## src/rtl/core/scc_pkg.sv

```systemverilog
// Shared widths, codes and reset values of the supercapacitor charge controller.
package scc_pkg;

	localparam int CODE_W     = 12;
	localparam int WORD_W     = 2 * CODE_W;
	localparam int SUM_W      = 18;
	localparam int NUM_W      = 22;
	localparam int MODE_W     = 2;
	localparam int CFG_IDX_W  = 3;
	localparam int CFG_DATA_W = 22;

	typedef enum logic [MODE_W-1:0] {
		MODE_STOP    = 2'd0,
		MODE_PREPARE = 2'd1,
		MODE_RELEASE = 2'd2
	} mode_t;

	localparam logic OP_SAMPLE = 1'b0;
	localparam logic OP_TICK   = 1'b1;

	localparam logic [CFG_IDX_W-1:0] CFG_START     = 3'd0;
	localparam logic [CFG_IDX_W-1:0] CFG_STOP      = 3'd1;
	localparam logic [CFG_IDX_W-1:0] CFG_RELEASE   = 3'd2;
	localparam logic [CFG_IDX_W-1:0] CFG_NUMERATOR = 3'd3;
	localparam logic [CFG_IDX_W-1:0] CFG_CEILING   = 3'd4;

	localparam logic [CODE_W-1:0] RST_START     = 12'd1128;
	localparam logic [CODE_W-1:0] RST_STOP      = 12'd1016;
	localparam logic [CODE_W-1:0] RST_RELEASE   = 12'd1692;
	localparam logic [NUM_W-1:0]  RST_NUMERATOR = 22'd2127800;
	localparam logic [CODE_W-1:0] RST_CEILING   = 12'd2481;

endpackage

```

## src/rtl/core/scc_if.sv

```systemverilog
// Request and result channel interfaces of the supercapacitor charge controller.
interface scc_item_if;
	logic                       valid;
	logic                       ready;
	logic                       op;
	logic [scc_pkg::CODE_W-1:0] supply_code;
	logic [scc_pkg::CODE_W-1:0] cap_code;
	logic                       robot_stopped;
	logic                       hp_depleted;
	logic                       disable_input;

	modport source (
		output valid, op, supply_code, cap_code, robot_stopped, hp_depleted, disable_input,
		input  ready
	);
	modport sink (
		input  valid, op, supply_code, cap_code, robot_stopped, hp_depleted, disable_input,
		output ready
	);
endinterface

interface scc_result_if;
	logic                       valid;
	logic                       ready;
	logic [scc_pkg::MODE_W-1:0] mode;
	logic [scc_pkg::CODE_W-1:0] drive_code;

	modport source (
		output valid, mode, drive_code,
		input  ready
	);
	modport sink (
		input  valid, mode, drive_code,
		output ready
	);
endinterface

```

## src/rtl/core/supercap_charge_controller.sv

```systemverilog
// Top level of the supercapacitor charge controller: sample window, state control, drive divide.
//
// Usage:
//   item (valid/ready) carries one request: op sample pushes a supply/capacitor ADC code pair
//   into a sliding window of WINDOW entries; op tick averages both windows, steps the
//   stop/prepare/release controller and returns one result (mode, drive_code).
//   Sample requests give no result. Write registers through cfg_we/cfg_index/cfg_data
//   only while the block is idle, as the block does not enforce it; unknown indexes are ignored.
// Sequence:
//   A sample passes through ST_SAMPLE. A tick runs ST_AVG_S, ST_AVG_C, ST_CTRL and ST_FIN when
//   no drive divide is needed, and ST_DIV and ST_CLAMP before ST_FIN when it is: the 22-bit
//   drive quotient comes from one restoring divider that retires one quotient bit per cycle.
//   Both averages share one constant-reciprocal multiplier. item.ready is high only while idle.
// Reset:
//   arst_n clears the window (per-entry valid bits, an empty entry reads as zero), the sums,
//   the write slot, the controller (stop) and the registers to their defaults. No sweep.
// Stall:
//   A result waits in the output register; samples are still accepted meanwhile. A tick that
//   finishes while the previous result is still held waits until that one is taken.
module supercap_charge_controller #(
	parameter int WINDOW = 50
) (
	input  logic                           clk,
	input  logic                           arst_n,
	scc_item_if.sink                       item,
	scc_result_if.source                   result,
	input  logic                           cfg_we,
	input  logic [scc_pkg::CFG_IDX_W-1:0]  cfg_index,
	input  logic [scc_pkg::CFG_DATA_W-1:0] cfg_data
);

	localparam int CODE_W  = scc_pkg::CODE_W;
	localparam int SUM_W   = scc_pkg::SUM_W;
	localparam int NUM_W   = scc_pkg::NUM_W;
	localparam int IDX_W   = (WINDOW > 1) ? $clog2(WINDOW) : 1;
	localparam int SHIFT   = SUM_W + $clog2(WINDOW);
	localparam longint unsigned RECIP = ((64'd1 << SHIFT) + WINDOW - 1) / WINDOW;
	localparam int RECIP_W = SHIFT + 1;
	localparam int PROD_W  = SUM_W + RECIP_W;
	localparam int CNT_W   = $clog2(NUM_W);

	localparam logic [RECIP_W-1:0] RECIP_C   = RECIP_W'(RECIP);
	localparam logic [IDX_W-1:0]   LAST_SLOT = IDX_W'(WINDOW - 1);
	localparam logic [CNT_W-1:0]   LAST_STEP = CNT_W'(NUM_W - 1);

	typedef enum logic [7:0] {
		ST_IDLE   = 8'b0000_0001,
		ST_SAMPLE = 8'b0000_0010,
		ST_AVG_S  = 8'b0000_0100,
		ST_AVG_C  = 8'b0000_1000,
		ST_CTRL   = 8'b0001_0000,
		ST_DIV    = 8'b0010_0000,
		ST_CLAMP  = 8'b0100_0000,
		ST_FIN    = 8'b1000_0000
	} seq_t;

	seq_t                 state_q;
	logic [CODE_W-1:0]    start_q, stop_q, release_q, ceil_q;
	logic [NUM_W-1:0]     numer_q;

	logic [IDX_W-1:0]     slot_q;
	logic [WINDOW-1:0]    valid_q;
	logic [SUM_W-1:0]     supply_sum_q, cap_sum_q;
	scc_pkg::mode_t       mode_q;
	logic [CNT_W-1:0]     cnt_q;
	logic                 res_valid_q;

	logic [CODE_W-1:0]    supply_q, cap_q;
	logic                 force_stop_q, disable_q;
	logic [PROD_W-1:0]    prod_q;
	logic [CODE_W-1:0]    supply_avg_q, divisor_q, rem_q, drive_q, res_drive_q;
	logic [NUM_W-1:0]     quo_q;
	scc_pkg::mode_t       res_mode_q;

	logic                        accept;
	logic                        out_free;
	logic [scc_pkg::WORD_W-1:0]  ram_rdata, old_word;
	logic [CODE_W-1:0]           cap_avg;
	scc_pkg::mode_t              next_mode;
	logic                        drive_en;
	logic [CODE_W:0]             shifted;
	logic [CODE_W+1:0]           diff;
	logic                        fits;

	assign item.ready = (state_q == ST_IDLE);
	assign accept     = item.valid && item.ready;
	assign out_free   = !res_valid_q || result.ready;

	assign result.valid      = res_valid_q;
	assign result.mode       = res_mode_q;
	assign result.drive_code = res_drive_q;

	scc_ram #(
		.WIDTH (scc_pkg::WORD_W),
		.DEPTH (WINDOW)
	) u_window (
		.clk   (clk),
		.we    (state_q == ST_SAMPLE),
		.waddr (slot_q),
		.wdata ({cap_q, supply_q}),
		.raddr (slot_q),
		.rdata (ram_rdata)
	);

	assign old_word = valid_q[slot_q] ? ram_rdata : '0;
	assign cap_avg  = prod_q[SHIFT +: CODE_W];

	always_comb begin
		next_mode = mode_q;
		if (force_stop_q) begin
			next_mode = scc_pkg::MODE_STOP;
		end else begin
			case (mode_q)
				scc_pkg::MODE_PREPARE: begin
					if (supply_avg_q < stop_q) begin
						next_mode = scc_pkg::MODE_STOP;
					end else if (cap_avg > release_q) begin
						next_mode = scc_pkg::MODE_RELEASE;
					end
				end
				scc_pkg::MODE_RELEASE: begin
					if (supply_avg_q < stop_q) begin
						next_mode = scc_pkg::MODE_STOP;
					end
				end
				default: begin
					next_mode = (supply_avg_q > start_q) ? scc_pkg::MODE_PREPARE
						: scc_pkg::MODE_STOP;
				end
			endcase
		end
	end

	assign drive_en = (next_mode == scc_pkg::MODE_PREPARE)
		|| ((next_mode == scc_pkg::MODE_RELEASE) && !disable_q);

	assign shifted = {rem_q, quo_q[NUM_W-1]};
	assign diff    = {1'b0, shifted} - {2'b00, divisor_q};
	assign fits    = !diff[CODE_W+1];

	always_ff @(posedge clk or negedge arst_n) begin
		if (!arst_n) begin
			start_q   <= scc_pkg::RST_START;
			stop_q    <= scc_pkg::RST_STOP;
			release_q <= scc_pkg::RST_RELEASE;
			numer_q   <= scc_pkg::RST_NUMERATOR;
			ceil_q    <= scc_pkg::RST_CEILING;
		end else if (cfg_we) begin
			case (cfg_index)
				scc_pkg::CFG_START:     start_q   <= cfg_data[CODE_W-1:0];
				scc_pkg::CFG_STOP:      stop_q    <= cfg_data[CODE_W-1:0];
				scc_pkg::CFG_RELEASE:   release_q <= cfg_data[CODE_W-1:0];
				scc_pkg::CFG_NUMERATOR: numer_q   <= cfg_data[NUM_W-1:0];
				scc_pkg::CFG_CEILING:   ceil_q    <= cfg_data[CODE_W-1:0];
				default: ;
			endcase
		end
	end

	always_ff @(posedge clk or negedge arst_n) begin
		if (!arst_n) begin
			res_valid_q <= 1'b0;
		end else if ((state_q == ST_FIN) && out_free) begin
			res_valid_q <= 1'b1;
		end else if (result.ready) begin
			res_valid_q <= 1'b0;
		end
	end

	always_ff @(posedge clk or negedge arst_n) begin
		if (!arst_n) begin
			state_q      <= ST_IDLE;
			slot_q       <= '0;
			valid_q      <= '0;
			supply_sum_q <= '0;
			cap_sum_q    <= '0;
			mode_q       <= scc_pkg::MODE_STOP;
			cnt_q        <= '0;
		end else begin
			case (state_q)
				ST_IDLE: begin
					if (accept) begin
						state_q <= (item.op == scc_pkg::OP_SAMPLE) ? ST_SAMPLE : ST_AVG_S;
					end
				end
				ST_SAMPLE: begin
					supply_sum_q    <= supply_sum_q - SUM_W'(old_word[CODE_W-1:0])
						+ SUM_W'(supply_q);
					cap_sum_q       <= cap_sum_q - SUM_W'(old_word[2*CODE_W-1:CODE_W])
						+ SUM_W'(cap_q);
					valid_q[slot_q] <= 1'b1;
					slot_q          <= (slot_q == LAST_SLOT) ? '0 : slot_q + 1'b1;
					state_q         <= ST_IDLE;
				end
				ST_AVG_S: state_q <= ST_AVG_C;
				ST_AVG_C: state_q <= ST_CTRL;
				ST_CTRL: begin
					mode_q <= next_mode;
					cnt_q  <= '0;
					state_q <= (drive_en && (cap_avg != '0)) ? ST_DIV : ST_FIN;
				end
				ST_DIV: begin
					cnt_q <= cnt_q + 1'b1;
					if (cnt_q == LAST_STEP) begin
						state_q <= ST_CLAMP;
					end
				end
				ST_CLAMP: state_q <= ST_FIN;
				ST_FIN: begin
					if (out_free) begin
						state_q <= ST_IDLE;
					end
				end
				default: state_q <= ST_IDLE;
			endcase
		end
	end

	always_ff @(posedge clk) begin
		if (accept) begin
			supply_q     <= item.supply_code;
			cap_q        <= item.cap_code;
			force_stop_q <= item.robot_stopped || item.hp_depleted;
			disable_q    <= item.disable_input;
		end
		case (state_q)
			ST_AVG_S: begin
				prod_q <= PROD_W'(supply_sum_q) * PROD_W'(RECIP_C);
			end
			ST_AVG_C: begin
				supply_avg_q <= prod_q[SHIFT +: CODE_W];
				prod_q       <= PROD_W'(cap_sum_q) * PROD_W'(RECIP_C);
			end
			ST_CTRL: begin
				divisor_q <= cap_avg;
				rem_q     <= '0;
				quo_q     <= numer_q;
				drive_q   <= drive_en ? ceil_q : '0;
			end
			ST_DIV: begin
				rem_q <= fits ? diff[CODE_W-1:0] : shifted[CODE_W-1:0];
				quo_q <= {quo_q[NUM_W-2:0], fits};
			end
			ST_CLAMP: begin
				drive_q <= (quo_q > NUM_W'(ceil_q)) ? ceil_q : quo_q[CODE_W-1:0];
			end
			ST_FIN: begin
				if (out_free) begin
					res_mode_q  <= mode_q;
					res_drive_q <= drive_q;
				end
			end
			default: ;
		endcase
	end

endmodule

```

## src/rtl/core/scc_ram.sv

```systemverilog
// Generic single-write, single-read RAM with registered read data.
module scc_ram #(
	parameter int WIDTH = 24,
	parameter int DEPTH = 50,
	localparam int AW = (DEPTH > 1) ? $clog2(DEPTH) : 1
) (
	input  logic             clk,
	input  logic             we,
	input  logic [AW-1:0]    waddr,
	input  logic [WIDTH-1:0] wdata,
	input  logic [AW-1:0]    raddr,
	output logic [WIDTH-1:0] rdata
);

	logic [WIDTH-1:0] mem [DEPTH];

	always_ff @(posedge clk) begin
		if (we) begin
			mem[waddr] <= wdata;
		end
		rdata <= mem[raddr];
	end

endmodule

```

## src/flat_wrapper.sv

```systemverilog
// flat-port wrapper written by rule: the top's interface ports become plain ports
module supercap_charge_controller_flat 
#(
	parameter int WINDOW = 50
)
  (clk, arst_n, cfg_we, cfg_index, cfg_data, item_valid, item_op, item_supply_code, item_cap_code, item_robot_stopped, item_hp_depleted, item_disable_input, item_ready, result_valid, result_mode, result_drive_code, result_ready);
  scc_item_if item_i ();
  scc_result_if result_i ();
  input  logic clk;
  input  logic arst_n;
  input  logic cfg_we;
  input  logic [scc_pkg::CFG_IDX_W-1:0] cfg_index;
  input  logic [scc_pkg::CFG_DATA_W-1:0] cfg_data;
  input wire logic [$bits(item_i.valid)-1:0] item_valid;
  input wire logic [$bits(item_i.op)-1:0] item_op;
  input wire logic [$bits(item_i.supply_code)-1:0] item_supply_code;
  input wire logic [$bits(item_i.cap_code)-1:0] item_cap_code;
  input wire logic [$bits(item_i.robot_stopped)-1:0] item_robot_stopped;
  input wire logic [$bits(item_i.hp_depleted)-1:0] item_hp_depleted;
  input wire logic [$bits(item_i.disable_input)-1:0] item_disable_input;
  output wire logic [$bits(item_i.ready)-1:0] item_ready;
  output wire logic [$bits(result_i.valid)-1:0] result_valid;
  output wire logic [$bits(result_i.mode)-1:0] result_mode;
  output wire logic [$bits(result_i.drive_code)-1:0] result_drive_code;
  input wire logic [$bits(result_i.ready)-1:0] result_ready;
  assign item_i.valid = item_valid;
  assign item_i.op = item_op;
  assign item_i.supply_code = item_supply_code;
  assign item_i.cap_code = item_cap_code;
  assign item_i.robot_stopped = item_robot_stopped;
  assign item_i.hp_depleted = item_hp_depleted;
  assign item_i.disable_input = item_disable_input;
  assign item_ready = item_i.ready;
  assign result_valid = result_i.valid;
  assign result_mode = result_i.mode;
  assign result_drive_code = result_i.drive_code;
  assign result_i.ready = result_ready;
  supercap_charge_controller #(.WINDOW(WINDOW)) u_core (.clk(clk), .arst_n(arst_n), .item(item_i), .result(result_i), .cfg_we(cfg_we), .cfg_index(cfg_index), .cfg_data(cfg_data));
endmodule
```

## config.mk

```make
export PLATFORM = sky130hd
export DESIGN_NAME = supercap_charge_controller_flat
export DESIGN_NICKNAME = d
export VERILOG_FILES = /design/src/rtl/core/scc_pkg.sv /design/src/rtl/core/scc_if.sv /design/src/rtl/core/supercap_charge_controller.sv /design/src/rtl/core/scc_ram.sv /design/src/flat_wrapper.sv
export SDC_FILE = /design/constraint.sdc
export NUM_CORES = 2
export LEC_CHECK = 0
export ABC_AREA = 1
export CELL_PAD_IN_SITES_DETAIL_PLACEMENT = 1
export CELL_PAD_IN_SITES_GLOBAL_PLACEMENT = 1
export CORE_MARGIN = 1.5
export CORE_UTILIZATION = 27
export DETAILED_ROUTE_END_ITERATION = 10
export DONT_BUFFER_PORTS = 1
export GPL_TIMING_DRIVEN = 0
export PLACE_DENSITY = 0.46
export SLEW_MARGIN = 0
export SYNTH_ARGS = -nofsm -noshare
export SYNTH_HDL_FRONTEND = slang
export SYNTH_SLANG_ARGS = --single-unit
```

## constraint.sdc

```tcl
create_clock -name clk -period 11.1 [get_ports clk]
set_input_delay 1.665 -clock clk [delete_from_list [all_inputs] [get_ports clk]]
set_output_delay 1.665 -clock clk [all_outputs]
set_load 0.03 [all_outputs]
```

==> run summary <==
The run finished with clean final reports. After synthesis, the cell types taking the most area are edfxtp_1, fa_1, ha_1. In this run the core area contains about 190 standard-cell rows. The later pin in the worst-skew pair is clocked with a latency of 890 ps.

The slowest stage of the critical path belongs to the cell fa_1. The number of violations of the max-capacitance limit is 0. Fill cells in the final layout number between 20,000 and 30,000. The sum of routed wire length over all layers came out at around 320,000 um. The hold violation total from the final report is 0. The number of input and output port buffers inserted came out at 0. STA classifies the critical path startpoint as a flop. The maximum number of pins on one net before global-route repair came out at approximately 180. Synthesis produced a netlist with a net count of between 6,000 and 7,000. edfxtp_1 takes more of the synthesized area than any other cell. The total negative slack is 0 ps. The maximum fanout encountered on the critical timing path came out at 8.

The slew at the pin closest to its max-slew limit is 1420 ps. From left edge to right edge, the die measures ~530 um. Averaged over all synthesized cells, the footprint is approximately 12 um^2.

The die is 525 um tall. The count of cells along the worst hold path is 0. The total of flip-flops plus latches after synthesis came out at roughly 1,500. The cts-stage hold buffer count came out at 0.

The logic depth of the worst register-to-register path came out at 20. The final critical-path share of the clock period came out at 56.5%. The H-tree depth came out at 4.

After technology mapping, the gate count stands at slightly above 6,000. The largest single stage delay on the critical path is 700 ps. The vias per cell came out at 5.03. The residual overflow from global routing is 0.

The critical path goes through fa_1 -> inv_1 -> fa_1 -> inv_1 -> ha_1 -> fa_1 -> fa_1 -> inv_1 -> fa_1 -> inv_1 -> ha_1 -> a21oi_1 -> o21ai_0 -> a21oi_1 -> nand2_1 -> nand3_1 -> nand2_1 -> nand2_1 -> nand2_1 -> o21ai_0. The placed wire-length estimate came out at ~230,000 um. Setup repair after global routing left no endpoint under its margin. CTS saw 1,524 sinks. The dominant cell type by count on the critical path is fa_1. Data on the critical path is required at its endpoint by about 12,000 ps.

The worst setup path is captured at a flop. The effective utilization at floorplan came out at ~27%. The via count of the first global-routing pass came out at around 52,000. The signed area change from the synthesized netlist to the final layout came out at 17.5%. The first-pass iteration count of the detailed router is 6.

The number of buffers added by the clock tree synthesis step came out at 176. The shortest clock period the worst path allows after layout came out at 6280 ps. The clock-pin slew on the worst setup and hold paths came out at about 60 ps. The initial antenna violation count is 37. For this run, asynchronously set or reset flops after synthesis account for 11.7%. The number of failing setup endpoints in the final timing report came out at 0. The max-slew violation count came out at 0.

The wire length of the first global-routing pass came out at about 430,000 um. The average wire per standard cell is 31.0 um. The via count came out at just over 50,000. The area of the core region is roughly 270,000 um^2.

The top-level port count is between 70 and 80. CTS placed an instance of clkbuf_16 at the clock tree root. The mapped cell area is between 70,000 and 80,000 um^2.

The synthesized design contains ~1,300 enable-type register cells. At the end of the flow, the number of nets in the layout was 7,208. The most common library cell in the layout ignoring fill and taps is edfxtp_1.

Gates resized during post-CTS repair numbered 0. The library cells used most frequently in the layout, excluding fill and tap cells, are edfxtp_1, nand2_1, inv_1, ha_1, o21ai_0. Derived from the worst setup path, the maximum achievable clock frequency is approximately 160 MHz. After detailed routing, the number of remaining DRC violations is 0. The share of the Yosys chip area taken by registers is about 61%. For this run, the leading register cell type out of synthesis is edfxtp_1. The clock arrives with between 100 and 150 ps of skew.

The number of setup buffers added after CTS came out at 0. The die covers 276,000 um^2. The smallest hold slack came out at about 420 ps.

Of the cells placed in the final design, the portion with a size suffix greater than 1 is 9.23%. The min-delay analysis places its worst path in the category reg2reg. The detail route stage leaves a number of antenna-violating nets equal to 0. Routability-driven placement finished with a final weighted congestion of between 0.8 and 0.9. The number of warnings reported in the yosys synthesis log came out at 0.

TritonCTS built the clock tree. The worst-case clock buffer depth came out at 4. The worst pin sits at a relative slew slack of approximately 5.0%. The total global-route track usage came out at about 23%. The top cell type's share of synthesized area came out at about 54%. For this block, the initial DRC count from the detailed router was around 5,600. The arrival time of the worst setup path is just under 7000 ps. The setup path with the least slack is of type reg2reg. The number of distinct library cell variants in the gate-level netlist after synthesis is between 50 and 60.
[final timing paths]
kind	start	to	slack, ps
min in group asynchronous	arst_n	u_core.state_q[2]	630
max	u_core.supply_sum_q[3]	u_core.prod_q[35]	4820
min reg2reg	u_core.drive_q[4]	u_core.result.drive_code[4]	420
min	u_core.drive_q[4]	u_core.result.drive_code[4]	420
max in group asynchronous	arst_n	u_core.cap_sum_q[16]	9820
max reg2reg	u_core.supply_sum_q[3]	u_core.prod_q[35]	4820
[sequential cells by signal, summed over array words and instances (netlist names), 6 cells and up]
signal / flops
u_core.u_window.rdata: 24
u_core.supply_q: 12
u_core.valid_q: 50
u_core.rem_q: 12
u_core.ceil_q: 12
u_core.release_q: 12
u_core.start_q: 12
u_core.numer_q: 22
u_core.drive_q: 12
u_core.u_window.mem: 1200
u_core.divisor_q: 12
u_core.stop_q: 12
u_core.quo_q: 22
u_core.supply_sum_q: 18
u_core.prod_q: 12
u_core.supply_avg_q: 12
u_core.state_q: 8
u_core.result.drive_code: 12
u_core.slot_q: 6
u_core.cap_q: 12
u_core.cap_sum_q: 18
[area by class of cell]
cell class | count | area [um^2] | share of cell area (%)
repair buffers | 109 | 2590 | 3.00
flip-flops and latches | 1524 | 44700 | 51.6
clock buffers | 219 | 4620 | 5.34
plain buffers | 194 | 931 | 1.08
diodes | 12 | 30.0 | 0.0347
clock inverters | 85 | 746 | 0.862
well taps | 3570 | 4470 | 5.16
multi-input cells | 3640 | 25300 | 29.2
inverters | 847 | 3180 | 3.68
[worst max-delay path, delay by kind of cell, from the launching register on]
kind / cells / cell delay, ps
adder cells (fa/ha/maj): 7 / 3360
AO/OA/AOI/OAI: 4 / 1270
flip-flops: 1 / 560
AND/OR/NAND/NOR: 5 / 430
buffers and inverters: 4 / 250
[Yosys cell counts (6+ instances only)]
library cell  count
buf_4             8
o21a_1           13
nand3b_1         16
edfxtp_1       1322
xor2_1           17
a21boi_1         20
a21o_1           14
clkbuf_1         73
o31ai_1          19
fa_1            257
inv_2             6
o211ai_1          9
a31oi_1          13
a22oi_1         132
o21bai_1         15
and3_1            9
mux2_2           10
dfxtp_1          24
buf_2            99
dfrtp_1         143
o22ai_1          23
a21oi_1         213
nand3_1         158
nor2_1          299
o2111ai_1        16
xnor2_1          16
nand2_1        1296
nand4_1         120
a221oi_1        106
nor3_1           35
or2_2            31
dfstp_2          35
a211oi_1          7
a21boi_0          9
ha_1            401
a22o_1           32
nor4_1           18
o21ai_0         278
o21ai_1          15
inv_1           839
buf_1            10
[metrics by stage]
stage | area [um^2] | setup slack (ps) | cells | utilization [%]
2_1_floorplan | 73600 | 6070 | 6205 | -
3_3_place_gp | 78100 | 4100 | 9775 | 28.8
3_5_place_dp | 81100 | 4670 | 9884 | 29.9
4_1_cts | 86500 | 4590 | 10200 | 31.9
5_1_grt | 86500 | 4410 | 10200 | 31.9
6_report | 86500 | 4820 | 10200 | 31.9
[logic make-up after synthesis]
group | count (synthesis) | synth area share (%)
multiplexers | 10 | 0.153
XOR/XNOR | 33 | 0.393
adder cells (fa/ha/maj) | 658 | 13.8
AND/OR/NAND/NOR | 1997 | 11.3
AO/OA/AOI/OAI | 942 | 8.10
flip-flops | 1524 | 60.7
buffers and inverters | 1041 | 5.56
[layer usage]
layer / routed length (um) / track usage, % / part of all wire, %
met1: 140000 / 31.1 / 44
met2: 147000 / 36.6 / 46
met3: 18800 / 3.05 / 6.0
met4: 10300 / 6.71 / 3.3
met5: 0 / 0 / 0
Power is not shown: default switching activity piles up to over one toggle a cycle in this logic, so the estimate is an artifact.
